File: src/rtl/apcm_pkg.sv
// ---------------------------------------------------------------------------
// apcm_pkg
// Types, constants and arithmetic helpers for the palette color matcher.
// ---------------------------------------------------------------------------
package apcm_pkg;

   localparam int unsigned BasicCount = 16;
   localparam int unsigned BasicLevels = 4;
   localparam int unsigned CubeLevels = 6;
   localparam int unsigned GrayCount = 24;

   localparam logic [7:0] TOL_RESET = 8'd3;

   typedef enum logic [1:0] {
      MODE_BASIC  = 2'd0,
      MODE_EXT    = 2'd1,
      MODE_DIRECT = 2'd2
   } color_mode_type;

   // basic level codes: 0 -> 0, 1 -> 128, 2 -> 192, 3 -> 255
   localparam logic [7:0] BASIC_LEVEL [BasicLevels] = '{8'd0, 8'd128, 8'd192, 8'd255};

   // basic sixteen as level codes, r in [5:4], g in [3:2], b in [1:0]
   localparam logic [5:0] BASIC16 [BasicCount] = '{
      6'b00_00_00, 6'b01_00_00, 6'b00_01_00, 6'b01_01_00,
      6'b00_00_01, 6'b01_00_01, 6'b00_01_01, 6'b10_10_10,
      6'b01_01_01, 6'b11_00_00, 6'b00_11_00, 6'b11_11_00,
      6'b00_00_11, 6'b11_00_11, 6'b00_11_11, 6'b11_11_11
   };

   localparam logic [7:0] CUBE_LEVEL [CubeLevels] =
      '{8'd0, 8'd95, 8'd135, 8'd175, 8'd215, 8'd255};

   localparam int unsigned GrayBase = 8;
   localparam int unsigned GrayStep = 10;
   localparam int unsigned CubeFirst = 16;
   localparam int unsigned GrayFirst = 232;

   // per-channel within-tolerance flags for every palette level
   typedef struct packed {
      logic [BasicLevels-1:0] basic_r;
      logic [BasicLevels-1:0] basic_g;
      logic [BasicLevels-1:0] basic_b;
      logic [CubeLevels-1:0]  cube_r;
      logic [CubeLevels-1:0]  cube_g;
      logic [CubeLevels-1:0]  cube_b;
      logic [GrayCount-1:0]   gray_r;
      logic [GrayCount-1:0]   gray_g;
      logic [GrayCount-1:0]   gray_b;
   } flags_type;

   function automatic logic [7:0] gray_level(input int unsigned k);
      return 8'(GrayBase + GrayStep * k);
   endfunction

   // (v*31+127)/255; x/255 == (x + 1 + (x >> 8)) >> 8 for x < 65535
   function automatic logic [4:0] quant5(input logic [7:0] v);
      logic [12:0] x;
      logic [13:0] s;
      x = 13'(v) * 13'd31 + 13'd127;
      s = 14'(x) + 14'd1 + 14'(x >> 8);
      return 5'(s >> 8);
   endfunction

   function automatic logic [5:0] quant6(input logic [7:0] v);
      logic [13:0] x;
      logic [14:0] s;
      x = 14'(v) * 14'd63 + 14'd127;
      s = 15'(x) + 15'd1 + 15'(x >> 8);
      return 6'(s >> 8);
   endfunction

   // (q*255+15)/31 via reciprocal 33826 / 2^20, exact for this range
   function automatic logic [7:0] expand5(input logic [4:0] q);
      logic [12:0] x;
      logic [28:0] p;
      x = 13'(q) * 13'd255 + 13'd15;
      p = 29'(x) * 29'd33826;
      return 8'(p >> 20);
   endfunction

   // (q*255+31)/63 via reciprocal 33289 / 2^21
   function automatic logic [7:0] expand6(input logic [5:0] q);
      logic [13:0] x;
      logic [29:0] p;
      x = 14'(q) * 14'd255 + 14'd31;
      p = 30'(x) * 30'd33289;
      return 8'(p >> 21);
   endfunction

   function automatic logic near(input logic [7:0] c, input logic [7:0] lvl,
                                 input logic [7:0] tol);
      logic [7:0] d;
      d = (c >= lvl) ? (c - lvl) : (lvl - c);
      return d <= tol;
   endfunction

endpackage

File: src/rtl/apcm_if.sv
// ---------------------------------------------------------------------------
// apcm channel interfaces
// Pixel request channel and match response channel, valid/ready.
// ---------------------------------------------------------------------------
interface apcm_req_if;
   logic       valid;
   logic       ready;
   logic [7:0] red_in;
   logic [7:0] green_in;
   logic [7:0] blue_in;

   modport source (output valid, output red_in, output green_in, output blue_in,
                   input ready);
   modport sink   (input valid, input red_in, input green_in, input blue_in,
                   output ready);
endinterface

interface apcm_rsp_if;
   logic        valid;
   logic        ready;
   logic [1:0]  color_mode;
   logic [7:0]  palette_index;
   logic [15:0] packed_565;

   modport source (output valid, output color_mode, output palette_index,
                   output packed_565, input ready);
   modport sink   (input valid, input color_mode, input palette_index,
                   input packed_565, output ready);
endinterface

File: src/rtl/apcm_classify.sv
// ---------------------------------------------------------------------------
// apcm_classify
// First-match priority selection over the level flags: basic sixteen,
// then cube, then gray ramp, else direct color.
// ---------------------------------------------------------------------------
module apcm_classify
   import apcm_pkg::*;
(
   input  flags_type      flags,
   output color_mode_type mode,
   output logic [7:0]     index
);

   logic                 basic_hit;
   logic [3:0]           basic_idx;
   logic [2:0]           cube_ir, cube_ig, cube_ib;
   logic                 cube_hit;
   logic [GrayCount-1:0] gray_all;
   logic                 gray_hit;
   logic [4:0]           gray_idx;

   always_comb begin
      basic_hit = 1'b0;
      basic_idx = '0;
      for (int i = BasicCount - 1; i >= 0; i--) begin
         if (flags.basic_r[BASIC16[i][5:4]] && flags.basic_g[BASIC16[i][3:2]] &&
             flags.basic_b[BASIC16[i][1:0]]) begin
            basic_hit = 1'b1;
            basic_idx = 4'(i);
         end
      end
   end

   // channels are independent, so the lowest cube index takes the lowest
   // matching level on each channel
   always_comb begin
      cube_ir = '0;
      cube_ig = '0;
      cube_ib = '0;
      for (int i = CubeLevels - 1; i >= 0; i--) begin
         if (flags.cube_r[i]) cube_ir = 3'(i);
         if (flags.cube_g[i]) cube_ig = 3'(i);
         if (flags.cube_b[i]) cube_ib = 3'(i);
      end
      cube_hit = (|flags.cube_r) && (|flags.cube_g) && (|flags.cube_b);
   end

   always_comb begin
      gray_all = flags.gray_r & flags.gray_g & flags.gray_b;
      gray_hit = |gray_all;
      gray_idx = '0;
      for (int i = GrayCount - 1; i >= 0; i--) begin
         if (gray_all[i]) gray_idx = 5'(i);
      end
   end

   always_comb begin
      if (basic_hit) begin
         mode  = MODE_BASIC;
         index = {4'd0, basic_idx};
      end else if (cube_hit) begin
         mode  = MODE_EXT;
         index = 8'(CubeFirst + 36 * int'(cube_ir) + 6 * int'(cube_ig) + int'(cube_ib));
      end else if (gray_hit) begin
         mode  = MODE_EXT;
         index = 8'(GrayFirst + int'(gray_idx));
      end else begin
         mode  = MODE_DIRECT;
         index = '0;
      end
   end

endmodule

File: src/rtl/ansi_palette_color_match.sv
// ---------------------------------------------------------------------------
// ansi_palette_color_match
// Rounds an RGB888 pixel to RGB565 and maps it to a 256-entry palette code.
// ---------------------------------------------------------------------------
// Usage:
//   req_bus carries one pixel per beat (red_in, green_in, blue_in).
//   rsp_bus returns one beat per pixel: color_mode, palette_index and the
//   rounded packed_565, in input order.
//   csr_write_en/csr_write_data load the match tolerance; write only while
//   no pixel is in flight.
// Throughput: one pixel per cycle; the five-stage pipeline (input, 565
//   quantize, re-expand, level compare, priority select) takes a new beat
//   every cycle while the response side keeps taking.
// Stall: each stage holds its beat while the one after it is full and
//   stalled; empty stages keep filling, and req_bus.ready drops only once
//   the first stage is full and blocked.
// Reset: clears all stage valid bits and sets the tolerance to 3.
// ---------------------------------------------------------------------------
module ansi_palette_color_match
   import apcm_pkg::*;
(
   input  logic            clock,
   input  logic            reset,
   apcm_req_if.sink        req_bus,
   apcm_rsp_if.source      rsp_bus,
   input  logic            csr_write_en,
   input  logic [7:0]      csr_write_data
);

   logic [7:0] tol_ff;

   // stage enables, back to front
   logic en1, en2, en3, en4, en5;

   logic       s1_valid_ff;
   logic [7:0] s1_red_ff, s1_green_ff, s1_blue_ff;

   logic       s2_valid_ff;
   logic [4:0] s2_r5_ff, s2_b5_ff, s2_r5_in, s2_b5_in;
   logic [5:0] s2_g6_ff, s2_g6_in;

   logic        s3_valid_ff;
   logic [7:0]  s3_rv_ff, s3_gv_ff, s3_bv_ff, s3_rv_in, s3_gv_in, s3_bv_in;
   logic [15:0] s3_packed_ff;

   logic        s4_valid_ff;
   flags_type   s4_flags_ff, s4_flags_in;
   logic [15:0] s4_packed_ff;

   logic           s5_valid_ff;
   color_mode_type s5_mode_ff, s5_mode_in;
   logic [7:0]     s5_index_ff, s5_index_in;
   logic [15:0]    s5_packed_ff;

   always_ff @(posedge clock) begin
      if (reset) begin
         tol_ff <= TOL_RESET;
      end else if (csr_write_en) begin
         tol_ff <= csr_write_data;
      end
   end

   always_comb begin
      en5 = !s5_valid_ff || rsp_bus.ready;
      en4 = !s4_valid_ff || en5;
      en3 = !s3_valid_ff || en4;
      en2 = !s2_valid_ff || en3;
      en1 = !s1_valid_ff || en2;
   end

   assign req_bus.ready = en1;

   // valid bits
   always_ff @(posedge clock) begin
      if (reset) begin
         s1_valid_ff <= 1'b0;
         s2_valid_ff <= 1'b0;
         s3_valid_ff <= 1'b0;
         s4_valid_ff <= 1'b0;
         s5_valid_ff <= 1'b0;
      end else begin
         if (en1) s1_valid_ff <= req_bus.valid;
         if (en2) s2_valid_ff <= s1_valid_ff;
         if (en3) s3_valid_ff <= s2_valid_ff;
         if (en4) s4_valid_ff <= s3_valid_ff;
         if (en5) s5_valid_ff <= s4_valid_ff;
      end
   end

   // stage 2: round to 565
   assign s2_r5_in = quant5(s1_red_ff);
   assign s2_g6_in = quant6(s1_green_ff);
   assign s2_b5_in = quant5(s1_blue_ff);

   // stage 3: expand back to 8 bits
   assign s3_rv_in = expand5(s2_r5_ff);
   assign s3_gv_in = expand6(s2_g6_ff);
   assign s3_bv_in = expand5(s2_b5_ff);

   // stage 4: per-channel tolerance compare against every level
   always_comb begin
      for (int i = 0; i < BasicLevels; i++) begin
         s4_flags_in.basic_r[i] = near(s3_rv_ff, BASIC_LEVEL[i], tol_ff);
         s4_flags_in.basic_g[i] = near(s3_gv_ff, BASIC_LEVEL[i], tol_ff);
         s4_flags_in.basic_b[i] = near(s3_bv_ff, BASIC_LEVEL[i], tol_ff);
      end
      for (int i = 0; i < CubeLevels; i++) begin
         s4_flags_in.cube_r[i] = near(s3_rv_ff, CUBE_LEVEL[i], tol_ff);
         s4_flags_in.cube_g[i] = near(s3_gv_ff, CUBE_LEVEL[i], tol_ff);
         s4_flags_in.cube_b[i] = near(s3_bv_ff, CUBE_LEVEL[i], tol_ff);
      end
      for (int i = 0; i < GrayCount; i++) begin
         s4_flags_in.gray_r[i] = near(s3_rv_ff, gray_level(i), tol_ff);
         s4_flags_in.gray_g[i] = near(s3_gv_ff, gray_level(i), tol_ff);
         s4_flags_in.gray_b[i] = near(s3_bv_ff, gray_level(i), tol_ff);
      end
   end

   // stage 5: first-match select
   apcm_classify u_classify (
      .flags (s4_flags_ff),
      .mode  (s5_mode_in),
      .index (s5_index_in)
   );

   // payload
   always_ff @(posedge clock) begin
      if (en1) begin
         s1_red_ff   <= req_bus.red_in;
         s1_green_ff <= req_bus.green_in;
         s1_blue_ff  <= req_bus.blue_in;
      end
      if (en2) begin
         s2_r5_ff <= s2_r5_in;
         s2_g6_ff <= s2_g6_in;
         s2_b5_ff <= s2_b5_in;
      end
      if (en3) begin
         s3_rv_ff     <= s3_rv_in;
         s3_gv_ff     <= s3_gv_in;
         s3_bv_ff     <= s3_bv_in;
         s3_packed_ff <= {s2_r5_ff, s2_g6_ff, s2_b5_ff};
      end
      if (en4) begin
         s4_flags_ff  <= s4_flags_in;
         s4_packed_ff <= s3_packed_ff;
      end
      if (en5) begin
         s5_mode_ff   <= s5_mode_in;
         s5_index_ff  <= s5_index_in;
         s5_packed_ff <= s4_packed_ff;
      end
   end

   assign rsp_bus.valid         = s5_valid_ff;
   assign rsp_bus.color_mode    = s5_mode_ff;
   assign rsp_bus.palette_index = s5_index_ff;
   assign rsp_bus.packed_565    = s5_packed_ff;

   a_direct_zero_index: assert property (@(posedge clock) disable iff (reset)
      s5_valid_ff && s5_mode_ff == MODE_DIRECT |-> s5_index_ff == 8'd0)
      else $error("direct color beat with nonzero palette index");

   a_basic_range: assert property (@(posedge clock) disable iff (reset)
      s5_valid_ff && s5_mode_ff == MODE_BASIC |-> s5_index_ff < 8'd16)
      else $error("basic mode index outside the sixteen");

   a_ext_range: assert property (@(posedge clock) disable iff (reset)
      s5_valid_ff && s5_mode_ff == MODE_EXT |-> s5_index_ff >= 8'd16)
      else $error("extended mode index inside the basic sixteen");

   a_reset_empty: assert property (@(posedge clock)
      reset |=> !s1_valid_ff && !s5_valid_ff && tol_ff == TOL_RESET)
      else $error("pipeline not empty after reset");

endmodule

File: src/flat_wrapper.sv
// flat-port wrapper written by rule: the top's interface ports become plain ports
module ansi_palette_color_match_flat import apcm_pkg::*;
  (clock, reset, csr_write_en, csr_write_data, req_bus_valid, req_bus_red_in, req_bus_green_in, req_bus_blue_in, req_bus_ready, rsp_bus_valid, rsp_bus_color_mode, rsp_bus_palette_index, rsp_bus_packed_565, rsp_bus_ready);
  apcm_req_if req_bus_i ();
  apcm_rsp_if rsp_bus_i ();
  input  logic clock;
  input  logic reset;
  input  logic csr_write_en;
  input  logic [7:0] csr_write_data;
  input wire logic [$bits(req_bus_i.valid)-1:0] req_bus_valid;
  input wire logic [$bits(req_bus_i.red_in)-1:0] req_bus_red_in;
  input wire logic [$bits(req_bus_i.green_in)-1:0] req_bus_green_in;
  input wire logic [$bits(req_bus_i.blue_in)-1:0] req_bus_blue_in;
  output wire logic [$bits(req_bus_i.ready)-1:0] req_bus_ready;
  output wire logic [$bits(rsp_bus_i.valid)-1:0] rsp_bus_valid;
  output wire logic [$bits(rsp_bus_i.color_mode)-1:0] rsp_bus_color_mode;
  output wire logic [$bits(rsp_bus_i.palette_index)-1:0] rsp_bus_palette_index;
  output wire logic [$bits(rsp_bus_i.packed_565)-1:0] rsp_bus_packed_565;
  input wire logic [$bits(rsp_bus_i.ready)-1:0] rsp_bus_ready;
  assign req_bus_i.valid = req_bus_valid;
  assign req_bus_i.red_in = req_bus_red_in;
  assign req_bus_i.green_in = req_bus_green_in;
  assign req_bus_i.blue_in = req_bus_blue_in;
  assign req_bus_ready = req_bus_i.ready;
  assign rsp_bus_valid = rsp_bus_i.valid;
  assign rsp_bus_color_mode = rsp_bus_i.color_mode;
  assign rsp_bus_palette_index = rsp_bus_i.palette_index;
  assign rsp_bus_packed_565 = rsp_bus_i.packed_565;
  assign rsp_bus_i.ready = rsp_bus_ready;
  ansi_palette_color_match u_core (.clock(clock), .reset(reset), .req_bus(req_bus_i), .rsp_bus(rsp_bus_i), .csr_write_en(csr_write_en), .csr_write_data(csr_write_data));
endmodule
File: config.mk
export PLATFORM = sky130hd
export DESIGN_NAME = ansi_palette_color_match_flat
export DESIGN_NICKNAME = d
export VERILOG_FILES = /design/src/rtl/apcm_pkg.sv /design/src/rtl/apcm_if.sv /design/src/rtl/apcm_classify.sv /design/src/rtl/ansi_palette_color_match.sv /design/src/flat_wrapper.sv
export SDC_FILE = /design/constraint.sdc
export NUM_CORES = 2
export LEC_CHECK = 0
export BUFFER_PORTS_ARGS = -buffer_cell sky130_fd_sc_hd__buf_2
export CORE_ASPECT_RATIO = 1.1
export CORE_MARGIN = 2
export CORE_UTILIZATION = 42
export DETAILED_ROUTE_END_ITERATION = 8
export PLACE_DENSITY = 0.66
export SLEW_MARGIN = 20
export SYNTH_ARGS = -nofsm -noshare
export SYNTH_HDL_FRONTEND = slang
export SYNTH_SLANG_ARGS = --single-unit
File: constraint.sdc
create_clock -name clock -period 13.39 [get_ports clock]
set_clock_uncertainty 0.2 [all_clocks]
set_input_delay 2.0085 -clock clock [delete_from_list [all_inputs] [get_ports clock]]
set_output_delay 2.0085 -clock clock [all_outputs]
set_load 0.03 [all_outputs]
==> metrics.md <==
| Metric | Value |
|---|---|
| PnR worst setup slack | `4.903 ns` |
| Vias in the first global route | `41.73k` |
| Remaining DRCs | `0` |
| Hold Path Class | `register to register` |
| Compound-cell area share of the yosys netlist | `19.21%` |
| Synth Register Bits | `228` |
| Adder-Cell Fraction of Synth Area | `33.68%` |
| Max FO, Critical Path | `11` |
| Total area of sequential cells | `6716 µm²` |
| Warnings from Yosys | `0` |
| Avg Cell Area, Syn | `8.322 µm²` |
| # IOs | `65` |
| Worst Hold Launch | `u_core.s4_packed_ff[7]` |
| Part of the cycle the worst path needs | `63.38%` |
| GRT Residual Overflow | `0` |
| P&R area growth vs syn | `6.003%` |
| Setup CP Type | `register to register` |
| Fraction of the mapped netlist area in simple logic gates | `14.09%` |
| Syn nets | `7079` |
| DR pass1 iterations | `7` |
| Initial cell density of the core | `42.38%` |
| Post-Synthesis Cells | `5815` |
| Worst Max-Slew Pin Slew | `1.076 ns` |
| R2R depth | `31` |
| Die area | `118000 µm²` |
| All-Layer GR Usage | `24.31%` |
| Critical Path Max Stage Delay | `0.63 ns` |
| Post-Synth XOR/XNOR Area | `10.24%` |
| Top delay family on crit path | `adder cells` |
| Critical path depth | `31` |
| Pre-CTS WS | `4.823 ns` |
| Most common cell after layout, fill and taps aside | `ha_1` |
| R2R Path End | `u_core.s3_gv_ff[7]` |
| End of the worst hold path | `u_core.rsp_bus.packed_565[7]` |
| Via count | `43.15k` |
| Outcome | `complete, no violations` |
| Final hold vios | `0` |
| Post-CTS Setup Inserts | `0` |
| Mapped cell area | `48400 µm²` |
| Port bufs | `64` |
| Post-CTS sizing | `0` |
| Mux cell area share after synthesis | `4.108%` |
| Clock transition at path regs | `0.06 ns` |
| CTS tree | `done` |
| Flop2flop setup slack | `4.90 ns` |
| Die height | `360.0 µm` |
| Fin Hold WS | `0.2171 ns` |
| Top cells by area, synth | `ha_1 28%, edfxtp_1 13%, xnor2_1 9.6%` |
| Share of layout cells above drive strength 1 | `5.444%` |
| Setup total negative slack | `0 ns` |
| Crit path launch type | `register` |
| Critical path's slowest cell | `edfxtp_1` |
| Number of core rows | `130` |
| Clock buffer depth | `3` |
| Sequential area share after synthesis | `13.88%` |
| Die width | `327.7 µm` |
| Arrival @ worst endpoint | `8.64 ns` |
| HPWL Detailed | `103800 µm` |
| Final Net Count | `6989` |
| FILL cells | `11.25k` |
| Clock sink total | `228` |
| Most used DFF post-synth | `edfxtp_1` |
| Fmax | `117.8 MHz` |
| Max Slew Vio Count | `0` |
| Max-cap violations | `0` |
| Reg2reg start | `u_core.s2_g6_ff[0]` |
| Global-route wire length before repair | `231300 µm` |
| Gpl congestion | `0.9458` |
| Num CTS Buffers | `30` |
| Area taken by multi-input logic gates | `39390 µm²` |
| Yosys top cell by area | `ha_1` |
| Setup crit end kind | `register` |
| Largest net degree at the start of global routing | `58` |
| Synth top area share | `28.47%` |
| Worst Path Required | `13.55 ns` |
| DR WL/cell | `20.32 µm` |
| Headroom to the max-slew limit | `28.14%` |
| Post-route ant nets | `0` |
| Largest family of logic cells by synthesized area | `adder cells` |
| Most frequent cells in the layout | `1098 x ha_1, 675 x a21oi_1, 531 x xnor2_1` |
| Vias/cell | `5.936` |
| Crit path buffers/inverters | `6` |
| Async S/R FF share, synth | `0%` |
| Root buf cell | `clkbuf_16` |
| Synth unique cells | `93` |
| Core ar. | `114200 µm²` |
| Worst Hold Depth | `0` |
| Setup Viol. Count Final | `0` |
| Crit path time final | `8.487 ns` |
| Initial antenna violation count | `2` |
| Clock Latency Late Sink | `0.63 ns` |
| H-tree depth | `1` |
| Cts hold-fix bufs | `0` |
| EDFF count, synth | `215` |
| DRT iter0 DRCs | `3842` |
| RSZ-0062 raised after global routing | `false` |
| Final wirelength | `147700 µm` |
[how the worst max path moves through the flow]
stage | from | end | slack, ns
after floorplan | u_core.s2_g6_ff[4] | u_core.s3_gv_ff[6] | 5.47
after global placement | u_core.s2_g6_ff[0] | u_core.s3_gv_ff[6] | 4.92
after detailed placement | u_core.s2_g6_ff[0] | u_core.s3_gv_ff[7] | 4.82
after CTS | u_core.s2_g6_ff[0] | u_core.s3_gv_ff[7] | 4.82
after global routing | u_core.s2_g6_ff[0] | u_core.s3_gv_ff[7] | 4.35
final | u_core.s2_g6_ff[0] | u_core.s3_gv_ff[7] | 4.90
[cells in the mapped netlist (126+ instances only)]
master,count
ha_1,1101
a21oi_1,675
xnor2_1,532
o21ai_0,433
nor2_1,348
inv_1,325
nand2_1,316
nand3_1,241
edfxtp_1,215
clkbuf_1,210
a21o_1,171
mux2i_1,148
nor2b_1,143
fa_1,126
[area by class of cell]
class / count / area share (%)
Tap cell: 1518 / 3.702
Sequential cell: 228 / 13.09
Antenna cell: 2 / 0.009756
Multi-Input combinational cell: 4974 / 76.77
Timing Repair Buffer: 147 / 1.834
Inverter: 344 / 2.554
Clock buffer: 32 / 1.498
Clock inverter: 24 / 0.5366
[metal layers]
metal  part of all wire (%)  vias up  global-route usage, %  wire, µm
met3                    7.6      405                  3.086     11180
met5                      0        -                      0         0
met4                    5.3        0                  11.51      7772
met1                     42    20369                  31.54     62560
met2                     45     1678                  39.85     66170
li1                       -    20699                      -         -
[state kept, by name (all words and copies together), names as in the netlist]
signal / count
u_core.s1_blue_ff: 8
u_core.s1_red_ff: 8
u_core.s1_valid_ff: 1
u_core.s2_b5_ff: 5
u_core.tol_ff: 8
u_core.rsp_bus.palette_index: 8
u_core.s2_valid_ff: 1
u_core.rsp_bus.color_mode: 2
u_core.s3_bv_ff: 8
u_core.s3_packed_ff: 16
u_core.rsp_bus.valid: 1
u_core.s3_valid_ff: 1
u_core.s2_g6_ff: 6
u_core.s3_rv_ff: 8
u_core.s1_green_ff: 8
u_core.s4_packed_ff: 16
u_core.rsp_bus.packed_565: 16
u_core.s4_flags_ff: 93
u_core.s2_r5_ff: 5
u_core.s4_valid_ff: 1
u_core.s3_gv_ff: 8
[stage by stage]
step	instances	utilization (%)	area (µm²)
floorplan	5815	-	48400
global placement	7210	44.00	50240
detailed placement	7210	44.00	50250
CTS	7266	44.92	51290
global route	7267	44.92	51300
finish	7269	44.93	51300
[logic make-up after synthesis]
kind of cell | Yosys count
buffers and inverters | 613
XOR/XNOR | 566
flip-flops | 228
multiplexers | 193
AO/OA/AOI/OAI | 1586
AND/OR/NAND/NOR | 1402
adder cells (fa/ha/maj) | 1227
Power is not shown: default switching activity piles up to over one toggle a cycle in this logic, so the estimate is an artifact.
